<file path="config.mk">
export PLATFORM = sky130hd
export DESIGN_NAME = rfid_serial_card_frame_parser_top_flat
export DESIGN_NICKNAME = d
export VERILOG_FILES = /design/src/rtl/rscfp_pkg.sv /design/src/rtl/rscfp_in_if.sv /design/src/rtl/rscfp_out_if.sv /design/src/rtl/rscfp_dp.sv /design/src/rtl/rscfp_ctrl.sv /design/src/rtl/rfid_serial_card_frame_parser_top.sv /design/src/flat_wrapper.sv
export SDC_FILE = /design/constraint.sdc
export NUM_CORES = 1
export LEC_CHECK = 0
export ABC_AREA = 0
export BUFFER_PORTS_ARGS = -buffer_cell sky130_fd_sc_hd__buf_2
export CAP_MARGIN = 10
export CORE_MARGIN = 3
export CORE_UTILIZATION = 30
export DETAILED_ROUTE_END_ITERATION = 6
export PLACE_DENSITY = 0.44
export SETUP_SLACK_MARGIN = 0.05
export SYNTH_ARGS = -nofsm -noshare
export SYNTH_HDL_FRONTEND = slang
export SYNTH_HIERARCHICAL = 1
export SYNTH_SLANG_ARGS = --single-unit
</file>
<file path="constraint.sdc">
create_clock -name clk -period 9.28 [get_ports clk]
set_clock_uncertainty 0.1 [all_clocks]
set_input_delay 0.464 -clock clk [delete_from_list [all_inputs] [get_ports clk]]
set_output_delay 0.464 -clock clk [all_outputs]
set_load 0.02 [all_outputs]
</file>
<file path="src/rtl/rscfp_pkg.sv">
// ----------------------------------------------------------------------------
// rscfp_pkg
// Shared constants, types and hex decode for the card frame parser.
// ----------------------------------------------------------------------------
package rscfp_pkg;

    localparam int FRAME_BYTES = 14;
    localparam int RAW_BYTES   = 4;
    localparam int CNT_W       = 4;
    localparam int ID_W        = 32;

    localparam logic [7:0] START_BYTE = 8'h02;
    localparam logic [7:0] END_BYTE   = 8'h03;

    localparam logic [CNT_W-1:0] FRAME_CNT = CNT_W'(FRAME_BYTES);
    localparam logic [CNT_W-1:0] LAST_CNT  = CNT_W'(FRAME_BYTES - 1);
    localparam logic [CNT_W-1:0] RAW_CNT   = CNT_W'(RAW_BYTES);
    localparam logic [CNT_W-1:0] RAW_TAIL  = CNT_W'(RAW_BYTES - 1);
    localparam logic [CNT_W-1:0] RAW_TWO   = CNT_W'(2 * RAW_BYTES);

    typedef enum logic [4:0] {
        S_IDLE  = 5'b00001,
        S_CHECK = 5'b00010,
        S_SCAN  = 5'b00100,
        S_RAW   = 5'b01000,
        S_FRAME = 5'b10000
    } state_t;

    typedef struct packed {
        logic append;
        logic start;
        logic drop;
        logic shift1;
        logic close_frame;
        logic frame_out;
        logic raw_out;
    } dp_cmd_t;

    typedef struct packed {
        logic             in_frame;
        logic             locked;
        logic [CNT_W-1:0] count;
        logic             rx_start;
        logic             frame_ok;
        logic             start_found;
        logic             head_start;
        logic             out_free;
        logic             raw_final;
    } dp_status_t;

    // bit 4 set for a valid hex character, bits 3:0 the nibble
    function automatic logic [4:0] hex_nibble(input logic [7:0] ch);
        logic [4:0] res;
        res = 5'd0;
        if (ch >= 8'h30 && ch <= 8'h39)
        begin
            res = {1'b1, 4'(ch - 8'h30)};
        end
        else if (ch >= 8'h41 && ch <= 8'h46)
        begin
            res = {1'b1, 4'(ch - 8'h37)};
        end
        else if (ch >= 8'h61 && ch <= 8'h66)
        begin
            res = {1'b1, 4'(ch - 8'h57)};
        end
        return res;
    endfunction

endpackage

</file>
<file path="src/rtl/rscfp_in_if.sv">
// ----------------------------------------------------------------------------
// rscfp_in_if
// Valid/ready channel carrying one received reader byte per request.
// ----------------------------------------------------------------------------
interface rscfp_in_if;
    logic       valid;
    logic       ready;
    logic [7:0] rx_byte;

    modport source (output valid, output rx_byte, input ready);
    modport sink   (input valid, input rx_byte, output ready);
endinterface

</file>
<file path="src/rtl/rscfp_out_if.sv">
// ----------------------------------------------------------------------------
// rscfp_out_if
// Valid/ready channel carrying one card ID result per request.
// ----------------------------------------------------------------------------
interface rscfp_out_if;
    logic        valid;
    logic        ready;
    logic [31:0] card_id;
    logic        from_raw;
    logic        last;

    modport source (output valid, output card_id, output from_raw, output last,
                    input ready);
    modport sink   (input valid, input card_id, input from_raw, input last,
                    output ready);
endinterface

</file>
<file path="src/rtl/rscfp_dp.sv">
// ----------------------------------------------------------------------------
// rscfp_dp
// Held byte line, frame check, count and mode flags, result register.
// ----------------------------------------------------------------------------
module rscfp_dp
(
    input  logic                                clk,
    input  logic                                rst_n,
    input  rscfp_pkg::dp_cmd_t                  cmd,
    input  logic [7:0]                          rx_byte,
    input  logic                                out_ready,
    output rscfp_pkg::dp_status_t               st,
    output logic                                out_valid,
    output logic [rscfp_pkg::ID_W-1:0]          card_id,
    output logic                                from_raw,
    output logic                                last
);

    localparam int FB = rscfp_pkg::FRAME_BYTES;
    localparam int RB = rscfp_pkg::RAW_BYTES;
    localparam int CW = rscfp_pkg::CNT_W;

    logic [7:0]    held_reg [FB];
    logic [CW-1:0] count_reg, count_next;
    logic          in_frame_reg, in_frame_next;
    logic          locked_reg, locked_next;
    logic          out_valid_reg;
    logic [31:0]   card_id_reg;
    logic          from_raw_reg;
    logic          last_reg;

    logic [CW-1:0] append_idx;
    logic [4:0]    nib [12];
    logic [7:0]    part [6];
    logic          hex_ok;
    logic [7:0]    xsum;
    logic [31:0]   frame_id;
    logic [31:0]   raw_id;
    logic          found;

    always_comb
    begin
        hex_ok = 1'b1;
        xsum   = 8'd0;
        for (int k = 0; k < 12; k++)
        begin
            nib[k] = rscfp_pkg::hex_nibble(held_reg[k + 1]);
            hex_ok = hex_ok & nib[k][4];
        end
        for (int k = 0; k < 6; k++)
        begin
            part[k] = {nib[2 * k][3:0], nib[2 * k + 1][3:0]};
        end
        for (int k = 0; k < 5; k++)
        begin
            xsum = xsum ^ part[k];
        end
        frame_id = {part[1], part[2], part[3], part[4]};
        raw_id   = {held_reg[0], held_reg[1], held_reg[2], held_reg[3]};
        found    = 1'b0;
        for (int k = 1; k < FB; k++)
        begin
            found = found | (held_reg[k] == rscfp_pkg::START_BYTE);
        end
    end

    assign append_idx = (!in_frame_reg && count_reg >= rscfp_pkg::RAW_CNT) ? '0 : count_reg;

    always_comb
    begin
        st.in_frame    = in_frame_reg;
        st.locked      = locked_reg;
        st.count       = count_reg;
        st.rx_start    = (rx_byte == rscfp_pkg::START_BYTE);
        st.frame_ok    = (held_reg[0] == rscfp_pkg::START_BYTE) &&
                         (held_reg[FB - 1] == rscfp_pkg::END_BYTE) &&
                         hex_ok && (xsum == part[5]) && (frame_id != 32'd0);
        st.start_found = found;
        st.head_start  = (held_reg[0] == rscfp_pkg::START_BYTE);
        st.out_free    = !out_valid_reg || out_ready;
        st.raw_final   = (count_reg < rscfp_pkg::RAW_TWO);
    end

    always_comb
    begin
        count_next    = count_reg;
        in_frame_next = in_frame_reg;
        locked_next   = locked_reg;
        if (cmd.frame_out || cmd.drop)
        begin
            count_next = '0;
        end
        else if (cmd.start)
        begin
            count_next = CW'(1);
        end
        else if (cmd.append)
        begin
            count_next = append_idx + CW'(1);
        end
        else if (cmd.shift1)
        begin
            count_next = count_reg - CW'(1);
        end
        else if (cmd.raw_out)
        begin
            count_next = count_reg - rscfp_pkg::RAW_CNT;
        end
        if (cmd.start)
        begin
            in_frame_next = 1'b1;
        end
        else if (cmd.close_frame || cmd.frame_out)
        begin
            in_frame_next = 1'b0;
        end
        if (cmd.frame_out)
        begin
            locked_next = 1'b1;
        end
    end

    always_ff @(posedge clk or negedge rst_n)
    begin
        if (!rst_n)
        begin
            count_reg     <= '0;
            in_frame_reg  <= 1'b0;
            locked_reg    <= 1'b0;
            out_valid_reg <= 1'b0;
        end
        else
        begin
            count_reg    <= count_next;
            in_frame_reg <= in_frame_next;
            locked_reg   <= locked_next;
            if (cmd.frame_out || cmd.raw_out)
            begin
                out_valid_reg <= 1'b1;
            end
            else if (out_ready)
            begin
                out_valid_reg <= 1'b0;
            end
        end
    end

    always_ff @(posedge clk)
    begin
        if (cmd.start)
        begin
            held_reg[0] <= rx_byte;
        end
        else if (cmd.append)
        begin
            for (int i = 0; i < FB; i++)
            begin
                if (CW'(i) == append_idx)
                begin
                    held_reg[i] <= rx_byte;
                end
            end
        end
        else if (cmd.shift1)
        begin
            for (int i = 0; i < FB - 1; i++)
            begin
                held_reg[i] <= held_reg[i + 1];
            end
        end
        else if (cmd.raw_out)
        begin
            for (int i = 0; i < FB - RB; i++)
            begin
                held_reg[i] <= held_reg[i + RB];
            end
        end
    end

    always_ff @(posedge clk)
    begin
        if (cmd.frame_out)
        begin
            card_id_reg  <= frame_id;
            from_raw_reg <= 1'b0;
            last_reg     <= 1'b1;
        end
        else if (cmd.raw_out)
        begin
            card_id_reg  <= raw_id;
            from_raw_reg <= 1'b1;
            last_reg     <= st.raw_final;
        end
    end

    assign out_valid = out_valid_reg;
    assign card_id   = card_id_reg;
    assign from_raw  = from_raw_reg;
    assign last      = last_reg;

endmodule

</file>
<file path="src/rtl/rscfp_ctrl.sv">
// ----------------------------------------------------------------------------
// rscfp_ctrl
// Sequencer: byte intake, frame check, resync scan and result emission.
// ----------------------------------------------------------------------------
module rscfp_ctrl
(
    input  logic                  clk,
    input  logic                  rst_n,
    input  logic                  in_valid,
    input  rscfp_pkg::dp_status_t st,
    output logic                  in_ready,
    output rscfp_pkg::dp_cmd_t    cmd
);

    rscfp_pkg::state_t state_reg, state_next;
    logic              accept;

    assign in_ready = (state_reg == rscfp_pkg::S_IDLE);
    assign accept   = in_valid && in_ready;

    always_comb
    begin
        state_next = state_reg;
        cmd        = '0;
        case (state_reg)
            rscfp_pkg::S_IDLE:
            begin
                if (accept)
                begin
                    if (st.in_frame)
                    begin
                        cmd.append = 1'b1;
                        if (st.count == rscfp_pkg::LAST_CNT)
                        begin
                            state_next = rscfp_pkg::S_CHECK;
                        end
                    end
                    else if (st.rx_start)
                    begin
                        cmd.start = 1'b1;
                    end
                    else if (st.locked)
                    begin
                        cmd.drop = 1'b1;
                    end
                    else
                    begin
                        cmd.append = 1'b1;
                        if (st.count == rscfp_pkg::RAW_TAIL)
                        begin
                            state_next = rscfp_pkg::S_RAW;
                        end
                    end
                end
            end
            rscfp_pkg::S_CHECK:
            begin
                if (st.frame_ok)
                begin
                    state_next = rscfp_pkg::S_FRAME;
                end
                else if (st.start_found)
                begin
                    cmd.shift1 = 1'b1;
                    state_next = rscfp_pkg::S_SCAN;
                end
                else
                begin
                    cmd.close_frame = 1'b1;
                    if (st.locked)
                    begin
                        cmd.drop   = 1'b1;
                        state_next = rscfp_pkg::S_IDLE;
                    end
                    else
                    begin
                        state_next = rscfp_pkg::S_RAW;
                    end
                end
            end
            rscfp_pkg::S_SCAN:
            begin
                // advance until the next start byte reaches the head
                if (st.head_start)
                begin
                    state_next = rscfp_pkg::S_IDLE;
                end
                else
                begin
                    cmd.shift1 = 1'b1;
                end
            end
            rscfp_pkg::S_RAW:
            begin
                if (st.out_free)
                begin
                    cmd.raw_out = 1'b1;
                    if (st.raw_final)
                    begin
                        state_next = rscfp_pkg::S_IDLE;
                    end
                end
            end
            rscfp_pkg::S_FRAME:
            begin
                if (st.out_free)
                begin
                    cmd.frame_out = 1'b1;
                    state_next    = rscfp_pkg::S_IDLE;
                end
            end
            default:
            begin
                state_next = rscfp_pkg::S_IDLE;
            end
        endcase
    end

    always_ff @(posedge clk or negedge rst_n)
    begin
        if (!rst_n)
        begin
            state_reg <= rscfp_pkg::S_IDLE;
        end
        else
        begin
            state_reg <= state_next;
        end
    end

endmodule

</file>
<file path="src/rtl/rfid_serial_card_frame_parser_top.sv">
// Result path: a raw ID is loaded into the result register from S_RAW once its fourth byte
//   is held; a frame ID passes S_CHECK after the end byte, then S_FRAME loads it (check, then load).
// Intake: one byte per cycle while the sequencer is in S_IDLE; the fourth byte of a raw group, the byte
//   that closes a frame (valid, or bad and locked) and the one-byte-a-cycle resync shift hold intake
//   until done, as does a bad unlocked frame's three raw IDs; a stalled result register adds its wait.
// Reset (rst_n, async low) clears count, frame and lock flags and the result valid.
// ----------------------------------------------------------------------------
// rfid_serial_card_frame_parser_top
// Parses framed ASCII hex or raw four-byte card IDs from a reader byte stream.
// ----------------------------------------------------------------------------
module rfid_serial_card_frame_parser_top
(
    input  logic      clk,
    input  logic      rst_n,
    rscfp_in_if.sink  byte_ch,
    rscfp_out_if.source id_ch
);

    rscfp_pkg::dp_cmd_t    cmd;
    rscfp_pkg::dp_status_t st;

    rscfp_ctrl u_ctrl
    (
        .clk      (clk),
        .rst_n    (rst_n),
        .in_valid (byte_ch.valid),
        .st       (st),
        .in_ready (byte_ch.ready),
        .cmd      (cmd)
    );

    rscfp_dp u_dp
    (
        .clk       (clk),
        .rst_n     (rst_n),
        .cmd       (cmd),
        .rx_byte   (byte_ch.rx_byte),
        .out_ready (id_ch.ready),
        .st        (st),
        .out_valid (id_ch.valid),
        .card_id   (id_ch.card_id),
        .from_raw  (id_ch.from_raw),
        .last      (id_ch.last)
    );

`ifndef SYNTH
    a_frame_is_last: assert property (@(posedge clk) disable iff (!rst_n)
        id_ch.valid && !id_ch.from_raw |-> id_ch.last)
        else $error("frame result without last");

    a_count_bound: assert property (@(posedge clk) disable iff (!rst_n)
        st.count <= rscfp_pkg::FRAME_CNT)
        else $error("held count beyond frame length");

    a_lock_sticks: assert property (@(posedge clk) disable iff (!rst_n)
        $past(st.locked) |-> st.locked)
        else $error("framed lock released");
`endif

endmodule

</file>
<file path="src/flat_wrapper.sv">
// flat-port wrapper written by rule: the top's interface ports become plain ports
module rfid_serial_card_frame_parser_top_flat 
  (clk, rst_n, byte_ch_valid, byte_ch_rx_byte, byte_ch_ready, id_ch_valid, id_ch_card_id, id_ch_from_raw, id_ch_last, id_ch_ready);
  rscfp_in_if byte_ch_i ();
  rscfp_out_if id_ch_i ();
  input  logic clk;
  input  logic rst_n;
  input wire logic [$bits(byte_ch_i.valid)-1:0] byte_ch_valid;
  input wire logic [$bits(byte_ch_i.rx_byte)-1:0] byte_ch_rx_byte;
  output wire logic [$bits(byte_ch_i.ready)-1:0] byte_ch_ready;
  output wire logic [$bits(id_ch_i.valid)-1:0] id_ch_valid;
  output wire logic [$bits(id_ch_i.card_id)-1:0] id_ch_card_id;
  output wire logic [$bits(id_ch_i.from_raw)-1:0] id_ch_from_raw;
  output wire logic [$bits(id_ch_i.last)-1:0] id_ch_last;
  input wire logic [$bits(id_ch_i.ready)-1:0] id_ch_ready;
  assign byte_ch_i.valid = byte_ch_valid;
  assign byte_ch_i.rx_byte = byte_ch_rx_byte;
  assign byte_ch_ready = byte_ch_i.ready;
  assign id_ch_valid = id_ch_i.valid;
  assign id_ch_card_id = id_ch_i.card_id;
  assign id_ch_from_raw = id_ch_i.from_raw;
  assign id_ch_last = id_ch_i.last;
  assign id_ch_i.ready = id_ch_ready;
  rfid_serial_card_frame_parser_top u_core (.clk(clk), .rst_n(rst_n), .byte_ch(byte_ch_i), .id_ch(id_ch_i));
endmodule
</file>
# After elaboration in Yosys (flattened, before gate mapping)
# Memories as Yosys holds them, arrays and structs flattened.
# Cells that the tools add are included.
dict set report totals {
  reg_bits 46
  ram_bits 112
  in_bits 12
  output_inout_bits 36
  elab_cells 451
  n_memories 1
}
dict set report classes {
  addsub 39
  n_lt_le_gt_ge 74
  n_eq_ne 46
  muxes 176
  bitwise 51
  reduce_logical 56
}
# memory depth word_bits rd rd_ports_with_merged_regs wr line
set mem_list {}
lappend mem_list {u_core.u_dp.held_reg 14 8 14 0 13 rscfp_dp.sv:23} ;# logic [7:0] held_reg [FB];
# cell n
set op_table {}
lappend op_table {{$mux 5} 48}
lappend op_table {{$mux 8} 25}
lappend op_table {{$ge 8x7->1 const B} 24}
lappend op_table {{$le 8x7->1 const B} 24}
lappend op_table {{$eq 8x2->1 const B} 16}
lappend op_table {{$sub 4x3->4 const B} 25}
lappend op_table {{$ge 8x6->1 const B} 12}
lappend op_table {{$le 8x6->1 const B} 12}
lappend op_table {{$mux 1} 86}
lappend op_table {{$mux 32} 2}
lappend op_table {{$sub 4x1->4 const B} 13}
lappend op_table {{$logic_and 1x1->1} 42}
lappend op_table {{$or 1x1->1} 36}
lappend op_table {{$mux 4} 8}
lappend op_table {{$reduce_bool 32->1} 1}
lappend op_table {{$xor 8x8->8} 4}
lappend op_table {{$pmux 5 s5} 1}
lappend op_table {{$eq 4x4->1 const A} 6}
lappend op_table {{$eq 3x4->1 const A} 4}
lappend op_table {{$and 1x1->1} 11}
lappend op_table {{$ne 2x1->1 const B} 5}
lappend op_table {{$reduce_and 9->1} 1}
lappend op_table {{$eq 2x4->1 const A} 2}
lappend op_table {{$eq 8x8->1} 1}
lappend op_table {{22 further kinds} 33}

# Depth between registers and ports, before layout
# An unclocked memory read counts as a cell.
dict set report depth {
  word_depth 29
  depth_mapped 21
  depth_no_buf 18
}

# By module
# Netlist, hierarchy kept.
# mod n_inst cells_per_inst area_per_inst_um2 seq_area_each_um2
set modules_own_cells {}
lappend modules_own_cells {rscfp_dp 1 1011 9821.9 4539.4}
lappend modules_own_cells {rscfp_ctrl 1 60 483.0 126.4}

# Worst setup path before layout
# Ideal clock, no wire load.
dict set report synth_timing {
  path_kind {register -> register}
  start {memory u_core.u_dp.held_reg[8][3] (netlist: u_core/u_dp/held_reg[1][3])}
  end {memory u_core.u_dp.held_reg[0][2] (data pin)}
  setup_time_ns 0.257
  t_arrival_ns 4.270
  t_required_ns 8.923
  path_slack_ns 4.652
  stages_incl_launch_ff 18
  path_buffers 2
  synth_period_minus_slack_ns 4.628
  cell_sequence {edfxtp_1 > or4b_2 > a311oi_1 > a22oi_1 > xor2_1 > xnor2_1 > xnor2_1 > nand4_1 > a2111oi_2 > nor3_1 > a22o_1 > o21ai_0 > clkbuf_1 > o21a_1 > inv_1 > clkbuf_1 > o22ai_1 > nor2_1}
}
# item line
set synth_rtl {}
lappend synth_rtl {{from (decl)} rscfp_dp.sv:23}

==> flow_summary.toml <==
[yosys]
syn_avg_cell_area_um2 = 9.622
ys_warn_count = 6
netlist-cell-type-count = 78
synth_area_mm2 = 0.01030
ys_ff_latch = 158
synth_fp_nets = 1137
synth_ff_type = "edfxtp_1"
synth_edf_count = 144
ys_seq_area_share_pct = 45.28
syn_inst = 1071
async_flop_share_pct = 7.595

[timing]
worst_pin_slew_ns = 1.114
rsz0062_at_grt = "false"
fin_crit_sh_pct = 68.76
hold_viol_final = 0
fmax_ghz = 0.1567
setup_viol = 0
relSlewSlack_pct = 24.93
setup_ws_ns = 2.899
fin_crit_ns = 6.381
slew_viol_final = 0
setup_tns_ns = 0

[cells_and_area]
regArea_mm2 = 0.004666
multi_input_area_mm2 = 0.005230
syn2layout_area_growth_pct = 12.48
final_common_cell = "edfxtp_1"
nets = 1162
layout_common_cells = "edfxtp_1, o21ai_0, nor2_1, nand2_1, o22ai_1"
final_cells = 1556
num_antenna_cells = 0
largest_register_ffs = 112
drive_gt1_share_pct = 11.10
fillers = 3504
design_area_mm2 = 0.01159

[min_path]
hold_path_class = "in -> reg"
hold-path-cell-count = 3

[floorplan]
rows = 67
ios = 48
die_h_um = 191.3
die_area_mm2 = 0.03661
start_util_pct = 30.58
core_area_mm2 = 0.03370
die_w_um = 191.3

[worst_setup_path]
rrSetupSlack_ns = 2.90
required_ns = 9.44
ff2ff_path_depth = 14
crit_chain = "or4b_1, nor3_1, o22ai_1, xor2_1, xnor2_1, xnor2_1, nand4_1, a2111oi_2, nor3_1, a22o_1, o21ai_4, o21a_1, nand2_1, a31oi_1"
critPathBufInv = 0
cp_slowest_cell = "o21a_1"
critical_path_class = "reg -> reg"
end_kind = "flop"
startpoint_type = "flop"
endpoint = "u_core/u_dp/held_reg[0][7]"
cp_max_fo = 21
cp-startpoint = "u_core/u_dp/held_reg[1][19]"
reg2reg_to = "u_core/u_dp/held_reg[0][7]"
arrival_ns = 6.54
rr_startpoint = "u_core/u_dp/held_reg[1][19]"
cpLargestDelayFamily = "compound AO/OA/AOI/OAI gates"
slowest_delay_ns = 0.74
critical_path_depth = 14

[cts]
ctsLongestPathBuffers = 2
cts_tree = "done"
h-tree-depth = 4
clock-sinks = 158
clk_pin_slew_worst_paths_ns = 0.07
cts_setup_buffers = 0
clkLatencyLatePin_ns = 0.45
cts_made_buffers = 17
post_cts_resized = 0
cts-root-buf = "clkbuf_16"

[routing]
via_count = 8896
ant_nets = 0
drc = 0
wl_mm = 38.58
via_per_inst = 5.717
firstDrtPassIters = 5
drt_iter0_markers = 1025
wl_per_cell_um = 24.79

[pwr]
swShare_pct = 39.42
pwr-share-clk_pct = 24.7
irDropWorstVdd_uv = 157.4
power.internal_mw = 1.692
power_density_mw_per_mm2 = 241.0
p_comb_share_pct = 32.8
total_power_mw = 2.793
p_sw_mw = 1.101
leakage_nw = 4.050
p_seq_share_pct = 42.5

[place]
portBuffers = 47
pre_cts_ws_ns = 3.091
dpl.hpwl_mm = 28.39
gp_congestion = 0.9103
placed_cell_area_mm2 = 0.01100
dp.cells = 1523

[global_routing]
grt_max_degree = 74
grt_pass1_wl_mm = 55.81
overflow = 0
globalRouteTotalUtil_pct = 20.91
antenna_found_initial = 0
grt_pass1_vias = 8292

[outcome]
outcome = "finished, final reports clean"

[flow_run]
maxCapViolations = 0
[power groups by stage]
stage	Combinational [mW]	Clock (mW)	Sequential, mW
final	0.916	0.690	1.19
after global routing	1.00	0.732	1.20
after CTS	0.902	0.708	1.19
after detailed placement	0.898	0	1.20
after global placement	0.905	0	1.20
after floorplan	0.610	0	1.13
[cell usage after synthesis (6+ instances only)]
cell | instances | area, µm²
edfxtp_1 | 144 | 4324
o21ai_0 | 104 | 520.5
nor2_1 | 96 | 360.4
nand2_1 | 90 | 337.8
o22ai_1 | 66 | 412.9
a21oi_1 | 64 | 320.3
ha_1 | 54 | 675.7
inv_1 | 51 | 191.4
clkbuf_1 | 50 | 187.7
xnor2_1 | 31 | 271.5
nor3_1 | 28 | 140.1
nor4_1 | 22 | 137.6
a22oi_1 | 20 | 150.1
nand3_1 | 18 | 90.09
a22o_1 | 13 | 113.9
a31oi_1 | 13 | 81.33
o21bai_1 | 13 | 97.59
dfrtp_1 | 11 | 275.3
nor3b_1 | 11 | 82.58
xor2_1 | 11 | 96.34
nand4_1 | 10 | 62.56
nor4b_1 | 10 | 87.58
o21a_1 | 8 | 60.06
and3_1 | 7 | 43.79
nor2b_1 | 7 | 43.79
mux2i_1 | 6 | 60.06
o31ai_1 | 6 | 45.04
[cell type report]
cell class / instances / share of cell area (%)
Clock buffer: 19 / 3.735
Clock inverter: 12 / 1.058
Inverter: 51 / 1.652
Multi-Input combinational cell: 803 / 45.12
Sequential cell: 158 / 40.25
Tap cell: 448 / 4.836
Timing Repair Buffer: 65 / 3.346
[worst min-delay path, delay by kind of cell]
kind,cells,cell delay [ns]
buffers and inverters,1,0.07
AND/OR/NAND/NOR,2,0.22
[per-stage QoR]
stage	hold WS [ns]	utilization, %
3_5_place_dp	0.2618	32.64
6_report	0.2612	34.40
5_1_grt	0.2650	34.40
4_1_cts	0.2325	34.31
2_1_floorplan	0.06841	-
3_3_place_gp	0.2658	32.58
[routing by layer]
metal  vias to the layer above  GRT usage [%]  part of all wire [%]
met5                         -              0                     0
met4                         0          6.548                   2.3
met3                        42          4.089                   7.3
met2                       370          31.48                    45
met1                      4387          30.21                    46
li1                       4097              -                     -
[worst min-delay path by stage]
| stage | startpoint | endpoint | slack, ns |
|---|---|---|---|
| 3_5_place_dp | rst_n | u_core/u_dp/out_valid | 0.26 |
| 4_1_cts | byte_ch_valid | u_core/u_ctrl/state_reg[1] | 0.23 |
| 6_report | id_ch_ready | u_core/u_dp/out_valid | 0.26 |
| 5_1_grt | byte_ch_valid | u_core/u_ctrl/state_reg[1] | 0.27 |
| 3_3_place_gp | rst_n | u_core/u_dp/out_valid | 0.27 |
| 2_1_floorplan | rst_n | u_core/u_ctrl/state_reg[1] | 0.07 |
[cell families after synthesis]
logic type,count (synthesis),share of synthesized area [%]
AO/OA/AOI/OAI,348,21.21
XOR/XNOR,44,3.946
adder cells (fa/ha/maj),54,6.557
buffers and inverters,110,4.201
flip-flops,158,45.28
multiplexers,9,0.9106
AND/OR/NAND/NOR,348,17.90
[what timing repair did]
action                                  4_1_cts  5_1_grt
endpoints found under the hold margin        11        0
endpoints found under the setup margin        0        0
hold buffers                                  1        0
No activity file was read; power rests on OpenSTA's default activity.
